`config.mk`:
```
export PLATFORM = sky130hd
export DESIGN_NAME = array_list_engine
export DESIGN_NICKNAME = d
export VERILOG_FILES = /design/src/ale_pkg.sv /design/src/ale_ram.sv /design/src/array_list_engine.sv
export SDC_FILE = /design/constraint.sdc
export NUM_CORES = 2
export LEC_CHECK = 0
export BUFFER_PORTS_ARGS = -buffer_cell sky130_fd_sc_hd__buf_2
export CAP_MARGIN = 20
export CELL_PAD_IN_SITES_DETAIL_PLACEMENT = 0
export CELL_PAD_IN_SITES_GLOBAL_PLACEMENT = 1
export CORE_MARGIN = 4
export CORE_UTILIZATION = 55
export DETAILED_ROUTE_END_ITERATION = 16
export PLACE_DENSITY = 0.87
export SETUP_SLACK_MARGIN = 0.3
export SLEW_MARGIN = 20
export SYNTH_ARGS = -nofsm -noshare
export SYNTH_HDL_FRONTEND = slang
export SYNTH_HIERARCHICAL = 1
export SYNTH_SLANG_ARGS = --single-unit
export TNS_END_PERCENT = 100
```
`constraint.sdc`:
```
create_clock -name clk_i -period 6.6 [get_ports clk_i]
set_input_delay 0.33 -clock clk_i [delete_from_list [all_inputs] [get_ports clk_i]]
set_output_delay 0.33 -clock clk_i [all_outputs]
set_load 0.01 [all_outputs]
```
`src/ale_pkg.sv`:
```
// Package for the array list engine: command and status codes, control state type.
// No dependencies.
package ale_pkg;

  localparam logic [2:0] CMD_INS_POS  = 3'd0;
  localparam logic [2:0] CMD_INS_HEAD = 3'd1;
  localparam logic [2:0] CMD_APPEND   = 3'd2;
  localparam logic [2:0] CMD_DEL_POS  = 3'd3;
  localparam logic [2:0] CMD_DEL_VAL  = 3'd4;
  localparam logic [2:0] CMD_READ     = 3'd5;
  localparam logic [2:0] CMD_SEARCH   = 3'd6;
  localparam logic [2:0] CMD_REVERSE  = 3'd7;

  localparam logic [1:0] ST_OK        = 2'd0;
  localparam logic [1:0] ST_BAD_POS   = 2'd1;
  localparam logic [1:0] ST_FULL      = 2'd2;
  localparam logic [1:0] ST_NOT_FOUND = 2'd3;

  typedef enum logic [3:0] {
    S_IDLE,
    S_INS_RD,
    S_INS_WR,
    S_PUT,
    S_DEL_RD,
    S_DEL_WR,
    S_RD_ISSUE,
    S_RD_WAIT,
    S_SORT_TOP,
    S_SORT_KEY,
    S_SORT_J,
    S_SORT_CMP,
    S_BS_TOP,
    S_BS_CMP,
    S_REV_TOP,
    S_DONE
  } ale_state_e;

  typedef enum logic [1:0] {
    R_RB,
    R_WA,
    R_WB
  } ale_rev_e;

endpackage

```
`src/ale_ram.sv`:
```
// Entry store of the array list engine: one write port, one registered read port.
// No dependencies.
module ale_ram #(
  parameter int DEPTH = 64,
  parameter int AW    = 6
) (
  input  logic          clk_i,
  input  logic          we_i,
  input  logic [AW-1:0] waddr_i,
  input  logic [31:0]   wdata_i,
  input  logic [AW-1:0] raddr_i,
  output logic [31:0]   rdata_o
);
  logic [31:0] mem [DEPTH];
  logic [31:0] rdata_q;

  always_ff @(posedge clk_i) begin
    if (we_i) begin
      mem[waddr_i] <= wdata_i;
    end
    rdata_q <= mem[raddr_i];
  end

  assign rdata_o = rdata_q;
endmodule

```
`src/array_list_engine.sv`:
```
// Array list engine top level: command sequencer around the entry store.
// Depends on ale_pkg and ale_ram.
//
//  channel | signals                                          | dir
//  in      | in_valid_i, in_stall_o, cmd_i, item_value_i,     | in
//          | position_i                                       |
//  out     | out_valid_o, out_stall_i, status_o, read_value_o,| out
//          | found_index_o, list_length_o                     |
//
// One command at a time; each store read is registered before its data is used.
// Insert/delete: a read and a write state per entry moved. Read: issue, then wait.
// Reverse: two reads, two writes per pair. Search/delete by value: insertion sort,
// then binary search with a top and a compare state per step; one store port pair.
// Reset clears the length; the store needs no clearing.
// A new command is taken while the previous result waits under stall.
module array_list_engine #(
  parameter int CAPACITY = 64
) (
  input  logic                           clk_i,
  input  logic                           rst_ni,
  input  logic                           in_valid_i,
  output logic                           in_stall_o,
  input  logic [2:0]                     cmd_i,
  input  logic signed [31:0]             item_value_i,
  input  logic [$clog2(CAPACITY+1)-1:0]  position_i,
  output logic                           out_valid_o,
  input  logic                           out_stall_i,
  output logic [1:0]                     status_o,
  output logic signed [31:0]             read_value_o,
  output logic [$clog2(CAPACITY)-1:0]    found_index_o,
  output logic [$clog2(CAPACITY+1)-1:0]  list_length_o
);
  import ale_pkg::*;

  localparam int IW = $clog2(CAPACITY);
  localparam int CW = $clog2(CAPACITY+1);
  localparam logic [CW-1:0] CAP = CW'(CAPACITY);
  localparam logic [CW-1:0] ONE = CW'(1);

  ale_state_e state_q, state_d;
  ale_rev_e   rph_q, rph_d;
  logic       rev_wb2_q, rev_wb2_d;

  logic [2:0]    cmd_q, cmd_d;
  logic [31:0]   val_q, val_d;
  logic [31:0]   tmp_q, tmp_d;
  logic [CW-1:0] count_q, count_d;
  logic [CW-1:0] i_q, i_d;
  logic [CW-1:0] j_q, j_d;
  logic [CW-1:0] lo_q, lo_d;
  logic [CW-1:0] hp_q, hp_d;
  logic [1:0]    status_q, status_d;
  logic [31:0]   rval_q, rval_d;
  logic [IW-1:0] fidx_q, fidx_d;

  logic          out_valid_q, out_valid_d;
  logic [1:0]    out_status_q;
  logic [31:0]   out_rval_q;
  logic [IW-1:0] out_fidx_q;
  logic [CW-1:0] out_len_q;

  logic          we;
  logic [IW-1:0] waddr, raddr;
  logic [31:0]   wdata, rdata;

  logic          accept, full, ins_bad, pos_bad, out_free, gt, eq;
  logic [CW-1:0] ins_idx, mid;

  ale_ram #(.DEPTH(CAPACITY), .AW(IW)) u_ram (
    .clk_i   (clk_i),
    .we_i    (we),
    .waddr_i (waddr),
    .wdata_i (wdata),
    .raddr_i (raddr),
    .rdata_o (rdata)
  );

  assign in_stall_o = (state_q != S_IDLE);
  assign accept     = in_valid_i && (state_q == S_IDLE);
  assign out_free   = !out_valid_q || !out_stall_i;
  assign full       = (count_q == CAP);
  assign ins_bad    = (position_i == '0) ||
                      ({1'b0, position_i} > ({1'b0, count_q} + {1'b0, ONE}));
  assign pos_bad    = (position_i == '0) || (position_i > count_q);
  assign ins_idx    = (cmd_i == CMD_INS_HEAD) ? '0 :
                      (cmd_i == CMD_APPEND) ? count_q : position_i - ONE;
  assign mid        = lo_q + ((hp_q - ONE - lo_q) >> 1);
  assign gt         = $signed(rdata) > $signed(tmp_q);
  assign eq         = (rdata == val_q);

  // next state
  always_comb begin
    state_d = state_q;
    rph_d   = rph_q;
    case (state_q)
      S_IDLE: begin
        if (accept) begin
          case (cmd_i)
            CMD_INS_POS, CMD_INS_HEAD, CMD_APPEND: begin
              if (full || (cmd_i == CMD_INS_POS && ins_bad)) begin
                state_d = S_DONE;
              end else if (count_q > ins_idx) begin
                state_d = S_INS_RD;
              end else begin
                state_d = S_PUT;
              end
            end
            CMD_DEL_POS: state_d = pos_bad ? S_DONE : S_DEL_RD;
            CMD_READ:    state_d = pos_bad ? S_DONE : S_RD_ISSUE;
            CMD_DEL_VAL, CMD_SEARCH: state_d = S_SORT_TOP;
            default: begin
              state_d = S_REV_TOP;
            end
          endcase
        end
      end
      S_INS_RD: state_d = S_INS_WR;
      S_INS_WR: state_d = ((i_q - ONE) > j_q) ? S_INS_RD : S_PUT;
      S_PUT:    state_d = S_DONE;
      S_DEL_RD: state_d = ((i_q + ONE) < count_q) ? S_DEL_WR : S_DONE;
      S_DEL_WR: state_d = S_DEL_RD;
      S_RD_ISSUE: state_d = S_RD_WAIT;
      S_RD_WAIT:  state_d = S_DONE;
      S_SORT_TOP: state_d = (i_q < count_q) ? S_SORT_KEY : S_BS_TOP;
      S_SORT_KEY: state_d = S_SORT_J;
      S_SORT_J:   state_d = (j_q != '0) ? S_SORT_CMP : S_SORT_TOP;
      S_SORT_CMP: state_d = gt ? S_SORT_J : S_SORT_TOP;
      S_BS_TOP:   state_d = (lo_q < hp_q) ? S_BS_CMP : S_DONE;
      S_BS_CMP: begin
        if (eq) begin
          state_d = (cmd_q == CMD_DEL_VAL) ? S_DEL_RD : S_DONE;
        end else begin
          state_d = S_BS_TOP;
        end
      end
      S_REV_TOP: begin
        if (rph_q == R_RB) begin
          state_d = ((i_q + ONE) < j_q) ? S_REV_TOP : S_DONE;
          rph_d   = ((i_q + ONE) < j_q) ? R_WA : R_RB;
        end else if (rph_q == R_WA) begin
          rph_d = R_WB;
        end else begin
          rph_d = rev_wb2_q ? R_RB : R_WB;
        end
      end
      S_DONE: state_d = out_free ? S_IDLE : S_DONE;
      default: state_d = S_IDLE;
    endcase
  end

  // Reverse runs in S_REV_TOP with phases: R_RB checks and reads a,
  // R_WA captures a and reads b-1, R_WB writes a then b-1, toggling rev_wb2.

  // datapath and result
  always_comb begin
    cmd_d     = cmd_q;
    val_d     = val_q;
    tmp_d     = tmp_q;
    count_d   = count_q;
    i_d       = i_q;
    j_d       = j_q;
    lo_d      = lo_q;
    hp_d      = hp_q;
    status_d  = status_q;
    rval_d    = rval_q;
    fidx_d    = fidx_q;
    rev_wb2_d = rev_wb2_q;
    case (state_q)
      S_IDLE: begin
        if (accept) begin
          cmd_d     = cmd_i;
          val_d     = item_value_i;
          status_d  = ST_OK;
          rval_d    = '0;
          fidx_d    = '0;
          rev_wb2_d = 1'b0;
          case (cmd_i)
            CMD_INS_POS, CMD_INS_HEAD, CMD_APPEND: begin
              if (full) begin
                status_d = ST_FULL;
              end else if (cmd_i == CMD_INS_POS && ins_bad) begin
                status_d = ST_BAD_POS;
              end
              i_d = count_q;
              j_d = ins_idx;
            end
            CMD_DEL_POS, CMD_READ: begin
              if (pos_bad) begin
                status_d = ST_BAD_POS;
              end
              i_d = position_i - ONE;
            end
            CMD_DEL_VAL, CMD_SEARCH: begin
              i_d = ONE;
            end
            default: begin
              i_d = '0;
              j_d = count_q;
            end
          endcase
        end
      end
      S_INS_WR: i_d = i_q - ONE;
      S_PUT:    count_d = count_q + ONE;
      S_DEL_RD: begin
        if (!((i_q + ONE) < count_q)) begin
          count_d = count_q - ONE;
        end
      end
      S_DEL_WR:  i_d = i_q + ONE;
      S_RD_WAIT: rval_d = rdata;
      S_SORT_TOP: begin
        j_d = i_q;
        if (!(i_q < count_q)) begin
          lo_d = '0;
          hp_d = count_q;
        end
      end
      S_SORT_KEY: tmp_d = rdata;
      S_SORT_J: begin
        if (j_q == '0) begin
          i_d = i_q + ONE;
        end
      end
      S_SORT_CMP: begin
        if (gt) begin
          j_d = j_q - ONE;
        end else begin
          i_d = i_q + ONE;
        end
      end
      S_BS_TOP: begin
        j_d = mid;
        if (!(lo_q < hp_q)) begin
          status_d = ST_NOT_FOUND;
        end
      end
      S_BS_CMP: begin
        if (eq) begin
          rval_d = val_q;
          fidx_d = j_q[IW-1:0];
          i_d    = j_q;
        end else if ($signed(rdata) > $signed(val_q)) begin
          hp_d = j_q;
        end else begin
          lo_d = j_q + ONE;
        end
      end
      S_REV_TOP: begin
        if (rph_q == R_WA) begin
          tmp_d = rdata;
        end else if (rph_q == R_WB) begin
          rev_wb2_d = !rev_wb2_q;
          if (rev_wb2_q) begin
            i_d = i_q + ONE;
            j_d = j_q - ONE;
          end
        end
      end
      default: ;
    endcase
  end

  // store port control
  always_comb begin
    we    = 1'b0;
    waddr = '0;
    wdata = '0;
    raddr = '0;
    case (state_q)
      S_INS_RD: raddr = IW'(i_q - ONE);
      S_INS_WR: begin
        we    = 1'b1;
        waddr = i_q[IW-1:0];
        wdata = rdata;
      end
      S_PUT: begin
        we    = 1'b1;
        waddr = j_q[IW-1:0];
        wdata = val_q;
      end
      S_DEL_RD: raddr = IW'(i_q + ONE);
      S_DEL_WR: begin
        we    = 1'b1;
        waddr = i_q[IW-1:0];
        wdata = rdata;
      end
      S_RD_ISSUE: raddr = i_q[IW-1:0];
      S_SORT_TOP: raddr = i_q[IW-1:0];
      S_SORT_J: begin
        if (j_q != '0) begin
          raddr = IW'(j_q - ONE);
        end else begin
          we    = 1'b1;
          waddr = j_q[IW-1:0];
          wdata = tmp_q;
        end
      end
      S_SORT_CMP: begin
        we    = 1'b1;
        waddr = j_q[IW-1:0];
        wdata = gt ? rdata : tmp_q;
      end
      S_BS_TOP: raddr = mid[IW-1:0];
      S_REV_TOP: begin
        case (rph_q)
          R_RB: raddr = i_q[IW-1:0];
          R_WA: raddr = IW'(j_q - ONE);
          default: begin
            we = 1'b1;
            if (!rev_wb2_q) begin
              waddr = i_q[IW-1:0];
              wdata = rdata;
            end else begin
              waddr = IW'(j_q - ONE);
              wdata = tmp_q;
            end
          end
        endcase
      end
      default: ;
    endcase
  end

  assign out_valid_d = (state_q == S_DONE && out_free) ? 1'b1 :
                       (out_stall_i ? out_valid_q : 1'b0);

  always_ff @(posedge clk_i or negedge rst_ni) begin
    if (!rst_ni) begin
      state_q     <= S_IDLE;
      rph_q       <= R_RB;
      rev_wb2_q   <= 1'b0;
      count_q     <= '0;
      out_valid_q <= 1'b0;
    end else begin
      state_q     <= state_d;
      rph_q       <= rph_d;
      rev_wb2_q   <= rev_wb2_d;
      count_q     <= count_d;
      out_valid_q <= out_valid_d;
    end
  end

  always_ff @(posedge clk_i) begin
    cmd_q    <= cmd_d;
    val_q    <= val_d;
    tmp_q    <= tmp_d;
    i_q      <= i_d;
    j_q      <= j_d;
    lo_q     <= lo_d;
    hp_q     <= hp_d;
    status_q <= status_d;
    rval_q   <= rval_d;
    fidx_q   <= fidx_d;
    if (state_q == S_DONE && out_free) begin
      out_status_q <= status_q;
      out_rval_q   <= rval_q;
      out_fidx_q   <= fidx_q;
      out_len_q    <= count_q;
    end
  end

  assign out_valid_o   = out_valid_q;
  assign status_o      = out_status_q;
  assign read_value_o  = out_rval_q;
  assign found_index_o = out_fidx_q;
  assign list_length_o = out_len_q;
endmodule

```
---- Word-level counts from Yosys, hierarchy flattened ----
Memory sizes are Yosys's and may differ from the RTL's. A register that Yosys moved wholly into a read port is not among the register bits.
Index checks and enable logic that the tools add are counted.
cells by class
  magnitude comparators ................... 10
  reduce and logical (&&, ||, !) cells .... 48
  shifts and indexed selects .............. 0
  $add $sub $neg .......................... 11
  bitwise gates (word level) .............. 0
  $mul .................................... 0
  mux-type cells .......................... 88
  div/mod/pow operators ................... 0
  equality and inequality tests ........... 44
operators by type and width
  kind                                              count
  2-to-1 mux 32 bit                                 7
  case mux 32 bit (5 select lines)                  1
  2-to-1 mux 7 bit                                  21
  case mux 32 bit (3 select lines)                  1
  greater-than comparator 32 bit                    2
  case mux 32 bit (2 select lines)                  1
  case mux 4 bit (15 select lines)                  1
  case mux 7 bit (2 select lines)                   4
  case mux 7 bit (7 select lines)                   1
  2-to-1 mux 4 bit                                  9
  2-to-1 mux 6 bit                                  6
  case mux 6 bit (6 select lines)                   1
  case mux 7 bit (5 select lines)                   1
  subtractor 7 x 1 -> 7 bit, second input constant  5
  != test 2 bit, second input constant              17
  == test 32 bit                                    1
  == test 4 bit, second input constant              8
  < comparator 7 bit                                4
  case mux 6 bit (2 select lines)                   2
  case mux 6 bit (4 select lines)                   1
  2-to-1 mux 2 bit                                  11
  adder 7 x 1 -> 7 bit, second input constant       3
  greater-than comparator 7 bit                     3
  case mux 7 bit (3 select lines)                   1
  other kinds (40)                                  89
word-level totals
  RAM bits ................................ 2048
  memories kept ........................... 1
  flip-flop bits (word level) ............. 197
  logic and storage cells ................. 221
  latch bits .............................. 0
  bits of input ports ..................... 46
  ROM bits ................................ 0
memory list
  name       words  bits a word  read ports  clocked after Yosys merged registers in  wr ports  RTL line       source
  u_ram.mem  64     32           1           1                                        1         ale_ram.sv:14  logic [31:0] mem [DEPTH];

---- Longest topological paths before layout ----
  depth in word-level cells ............... 9
  mapped depth ............................ 20
  depth with buffers taken out ............ 18

---- Cells and area by module ----
Netlist, hierarchy kept.
by module, submodules not included
  module             area an instance (um2)  cells an instance  seq. area each (um2)  times used
  ale_ram            79039.6                 3511               62139.6               1
  array_list_engine  12774.8                 1241               5840.6                1

---- Least setup slack after synthesis ----
Ideal clock, no wire load.
  kind .................................... register -> register
  start point ............................. reg state_q[1]
  end point ............................... reg out_fidx_q[0] (netlist: found_index_o[0]), enable pin
  setup slack ............................. 1491 ps
  arrival ................................. 4589 ps
  stages on the path, launching flop included .. 6
  path through ............................ dfrtp_1 buf_2 nand2_1 clkbuf_1 buf_1 nor3b_1
on the way
  longest elaborated chain between the ends .. 2
ends and longest elaborated chain
  what                      RTL line                  source
  start: declaration        array_list_engine.sv:40   ale_state_e state_q, state_d;
  start signal: assignment  array_list_engine.sv:336  state_q <= state_d;
  == test 4 bit             array_list_engine.sv:355  if (state_q == S_DONE && out_free) begin
  logical AND 1 bit         array_list_engine.sv:355
  end signal: assignment    array_list_engine.sv:358  out_fidx_q <= fidx_q;
  end: declaration          array_list_engine.sv:59   logic [IW-1:0] out_fidx_q;
Every way passes these cells.
A chain may end at the register's enable or synchronous reset.

---- Worst setup path after layout ----
  start point ............................. reg j_q[0]
  end point ............................... reg u_ram.rdata_q[8] (netlist: u_ram/rdata_o[8]), read port of u_ram.mem
on the way
  longest elaborated chain between the ends .. 3
  elaborated cells between the ends (all ways) .. 5
ends and longest elaborated chain
  what                                                                        RTL line                                                                      source
  start: declaration                                                          array_list_engine.sv:49                                                       logic [CW-1:0] j_q, j_d;
  start signal: assignment                                                    array_list_engine.sv:349                                                      j_q <= j_d;
  subtractor 7 x 1 -> 7 bit / nonzero test 7 bit (equally long branches)      array_list_engine.sv:292, array_list_engine.sv:308, array_list_engine.sv:291
  case mux 6 bit (2 select lines) / 2-to-1 mux 6 bit (equally long branches)  array_list_engine.sv:306, array_list_engine.sv:291
  case mux 6 bit (6 select lines) *                                           array_list_engine.sv:270                                                      case (state_q)
  via raddr[2]                                                                array_list_engine.sv:63                                                       logic [IW-1:0] waddr, raddr;
  end: declaration                                                            ale_ram.sv:15                                                                 logic [31:0] rdata_q;
Mark *: on every way through the listed nets, which the timed path passes. The rest lies on a longest branch.

==> results.cfg <==
[run_status]
status = finished clean

[setup_path]
crit_path_top_delay_cell = o21ai_4
crit_required_ns = 7.30
critical_path_class = reg2reg
cp_data_arrival_time_ns = 6.48
r2r-end = u_ram/rdata_o[8]$_DFF_P_
startpoint_type = flip-flop
crit_top_cell = a21oi_1
rr_worst_depth = 13
crit_end = u_ram/rdata_o[8]$_DFF_P_
reg2reg_from = j_q[0]$_DFFE_PP_
path_cells = inv_1, ha_1, nor3b_2, and2_2, nor3_1, a21oi_1, o21ai_4, buf_4, or2_1, o22ai_1, a211oi_1, a311o_1, a21oi_1
critPathMaxFanout = 25
cp-end-kind = flip-flop
worstSetupStartpoint = j_q[0]$_DFFE_PP_
rrSetupSlack_ns = 0.82
cpPeakStageDelay_ns = 0.89

[clock_tree]
cts_buffers = 212
clockBufferDepth = 3
cts_resized = 0
clock-sinks = 2277
htree_levels = 4
cts_tree = built
clk_pin_slew_worst_paths_ns = 0.06
root_buffer = clkbuf_16
worstSkewPairLatency_ns = 0.87

[route]
drc = 0
via_per_inst = 6.79
routed-via-count = 50183
drt_iter0_markers = 8325
drtPass1Iterations = 6
post_drt_wl_per_cell_um = 33.3
totalWireLength_mm = 246
drtAntennaViolNets = 0

[logic_synthesis]
synth_cell_types = 89
synth_fp_nets = 4940
synth_commonest_cells = edfxtp_1, mux4_2, mux2i_1
syn_area_mm2 = 0.0918
synth_top_cell_by_area = edfxtp_1
yosysMostFrequentCell = edfxtp_1
netlist_instances = 4752
yosys-top-cells-area = edfxtp_1, mux4_2, mux2i_1, ha_1, a22oi_1
synth_warnings = 6
seq_area_frac_synth = 0.740
netlist.area_leader.share = 0.729
synth_edf_count = 2230
synth_seq_cells = 2277
synthArstFlopShare = 0.00659
synth_ff_type = edfxtp_1
avgSynthCellArea_um2 = 19.3

[run]
max_cap_violations = 0

[floorplanning]
die_h_um = 417
start_util = 0.555
die_w_um = 417
io_pins = 95
die_area_mm2 = 0.174
core.rowCount = 149
core_area_mm2 = 0.165

[timing]
fin_worst_skew_ns = 0.0574
slew_headroom = 0.213
fmax_ghz = 0.173
worst_pin_slew_ns = 1.18
finalSetupTns_ns = 0
setup_violations = 0
drv_slew = 0
rsz0062_at_grt = false
post-route-min-period_ns = 5.78
hold_slack_ns = 0.195
hold_viol = 0
fin_crit_sh = 0.875

[global_routing]
antenna_found_initial = 13
grtUsageTotal = 0.285
grt_pass1_wl_mm = 358
grt_pass1_vias = 49994
grt_start_max_net_pins = 98
overflow = 0

[placed_design]
placement.io_buffers = 94
dp_hpwl_mm = 147
globalplace.congestion = 0.944

[hold_path]
hold_class = in2reg

[layout]
nets = 5212
n_fill_cell = 10769
syn2layout_area_growth_pct = 12.3
final_layout_size_suffix_gt1_frac = 0.225
==> how the worst min path moves through the flow <==
stage,start,end,slack [ns],depth (start not counted)
detailed placement,rst_ni,count_q[6]$_DFFE_PN0P_,0.31,1
global route,item_value_i[28],val_q[28]$_DFFE_PP_,0.17,2
finish,item_value_i[22],val_q[22]$_DFFE_PP_,0.19,2
CTS,item_value_i[24],val_q[24]$_DFFE_PP_,0.13,2
floorplan,rst_ni,count_q[0]$_DFFE_PN0P_,0.03,0
global placement,rst_ni,count_q[6]$_DFFE_PN0P_,0.32,1
==> per-stage QoR <==
step           utilization  area [um2]  worst slack (ns)  cells
5_1_grt              0.624      103000             0.658   7394
3_3_place_gp         0.578       95700              1.37   6955
3_5_place_dp         0.579       95700              1.16   6958
4_1_cts              0.622      103000              1.01   7391
6_report             0.624      103000             0.822   7395
2_1_floorplan            -       91800              1.49   4752
==> logic make-up after synthesis <==
| family | after synthesis | synth area share |
|---|---|---|
| AOI/OAI and AO/OA | 687 | 0.0524 |
| adders and majority gates | 142 | 0.0196 |
| DFF | 2277 | 0.740 |
| buffers and inverters | 385 | 0.0217 |
| xor gates and xnor gates | 46 | 0.00439 |
| and+or+nand+nor | 577 | 0.0311 |
| muxes | 638 | 0.130 |
==> critical path, delay by kind of cell (launching register included) <==
kind | cells | cell delay, ns
buffers and inverters | 2 | 0.72
AND/OR/NAND/NOR | 4 | 1.38
AO/OA/AOI/OAI | 6 | 2.49
adder cells (fa/ha/maj) | 1 | 0.33
flip-flops | 1 | 0.67
==> sequential cells by signal, indices dropped and copies added, names as in the netlist, 4 cells and up <==
name,cells
val_q,32
i_q,7
state_q,4
u_ram/rdata_o,32
fidx_q,6
list_length_o,7
lo_q,7
found_index_o,6
read_value_o,32
u_ram/mem,2048
rval_q,32
hp_q,7
tmp_q,32
count_q,7
j_q,7
==> final cells by class <==
type,instances,area [um2],share of cell area
Clock inverter,104,1020,0.00990
Sequential cell,2277,68000,0.659
Timing Repair Buffer,317,2490,0.0242
Antenna cell,2,5.00,0.0000485
Multi-Input combinational cell,2090,22600,0.219
Inverter,126,473,0.00458
Clock buffer,290,5800,0.0563
Tap cell,2189,2740,0.0266
==> timing repair <==
item / 4_1_cts / 5_1_grt
hold endpoints to repair: 54 / 0
hold buffers: 39 / 0
setup endpoints to repair: 0 / 0
setup buffers: 0 / 0
==> layout by cell type (no fill, tap or decap), types with 29 or more instances in the layout <==
master            n
o22ai_1          48
nor2_1          100
xnor2_1          36
a21oi_1         105
ha_1            139
edfxtp_1       2230
a22oi_1         136
dlygate4sd3_1    39
buf_4           164
clkbuf_1         62
clkinv_1         33
clkinv_2         36
o21ai_0         100
mux2i_1         191
nand3_1          81
nor4_1           34
clkbuf_16       216
a211oi_1         29
nor2_4           66
dfxtp_1          32
nand2_1         136
buf_2            95
inv_1           121
mux4_2          446
==> per-layer routing <==
layer,vias up,routed length (um),global-route usage
met1,25536,85700,0.386
li1,20139,-,-
met5,-,30,0
met2,3916,118000,0.454
met4,4,11800,0.120
met3,588,31100,0.0634
Power is not shown: default switching activity piles up to over one toggle a cycle in this logic, so the estimate is an artifact.
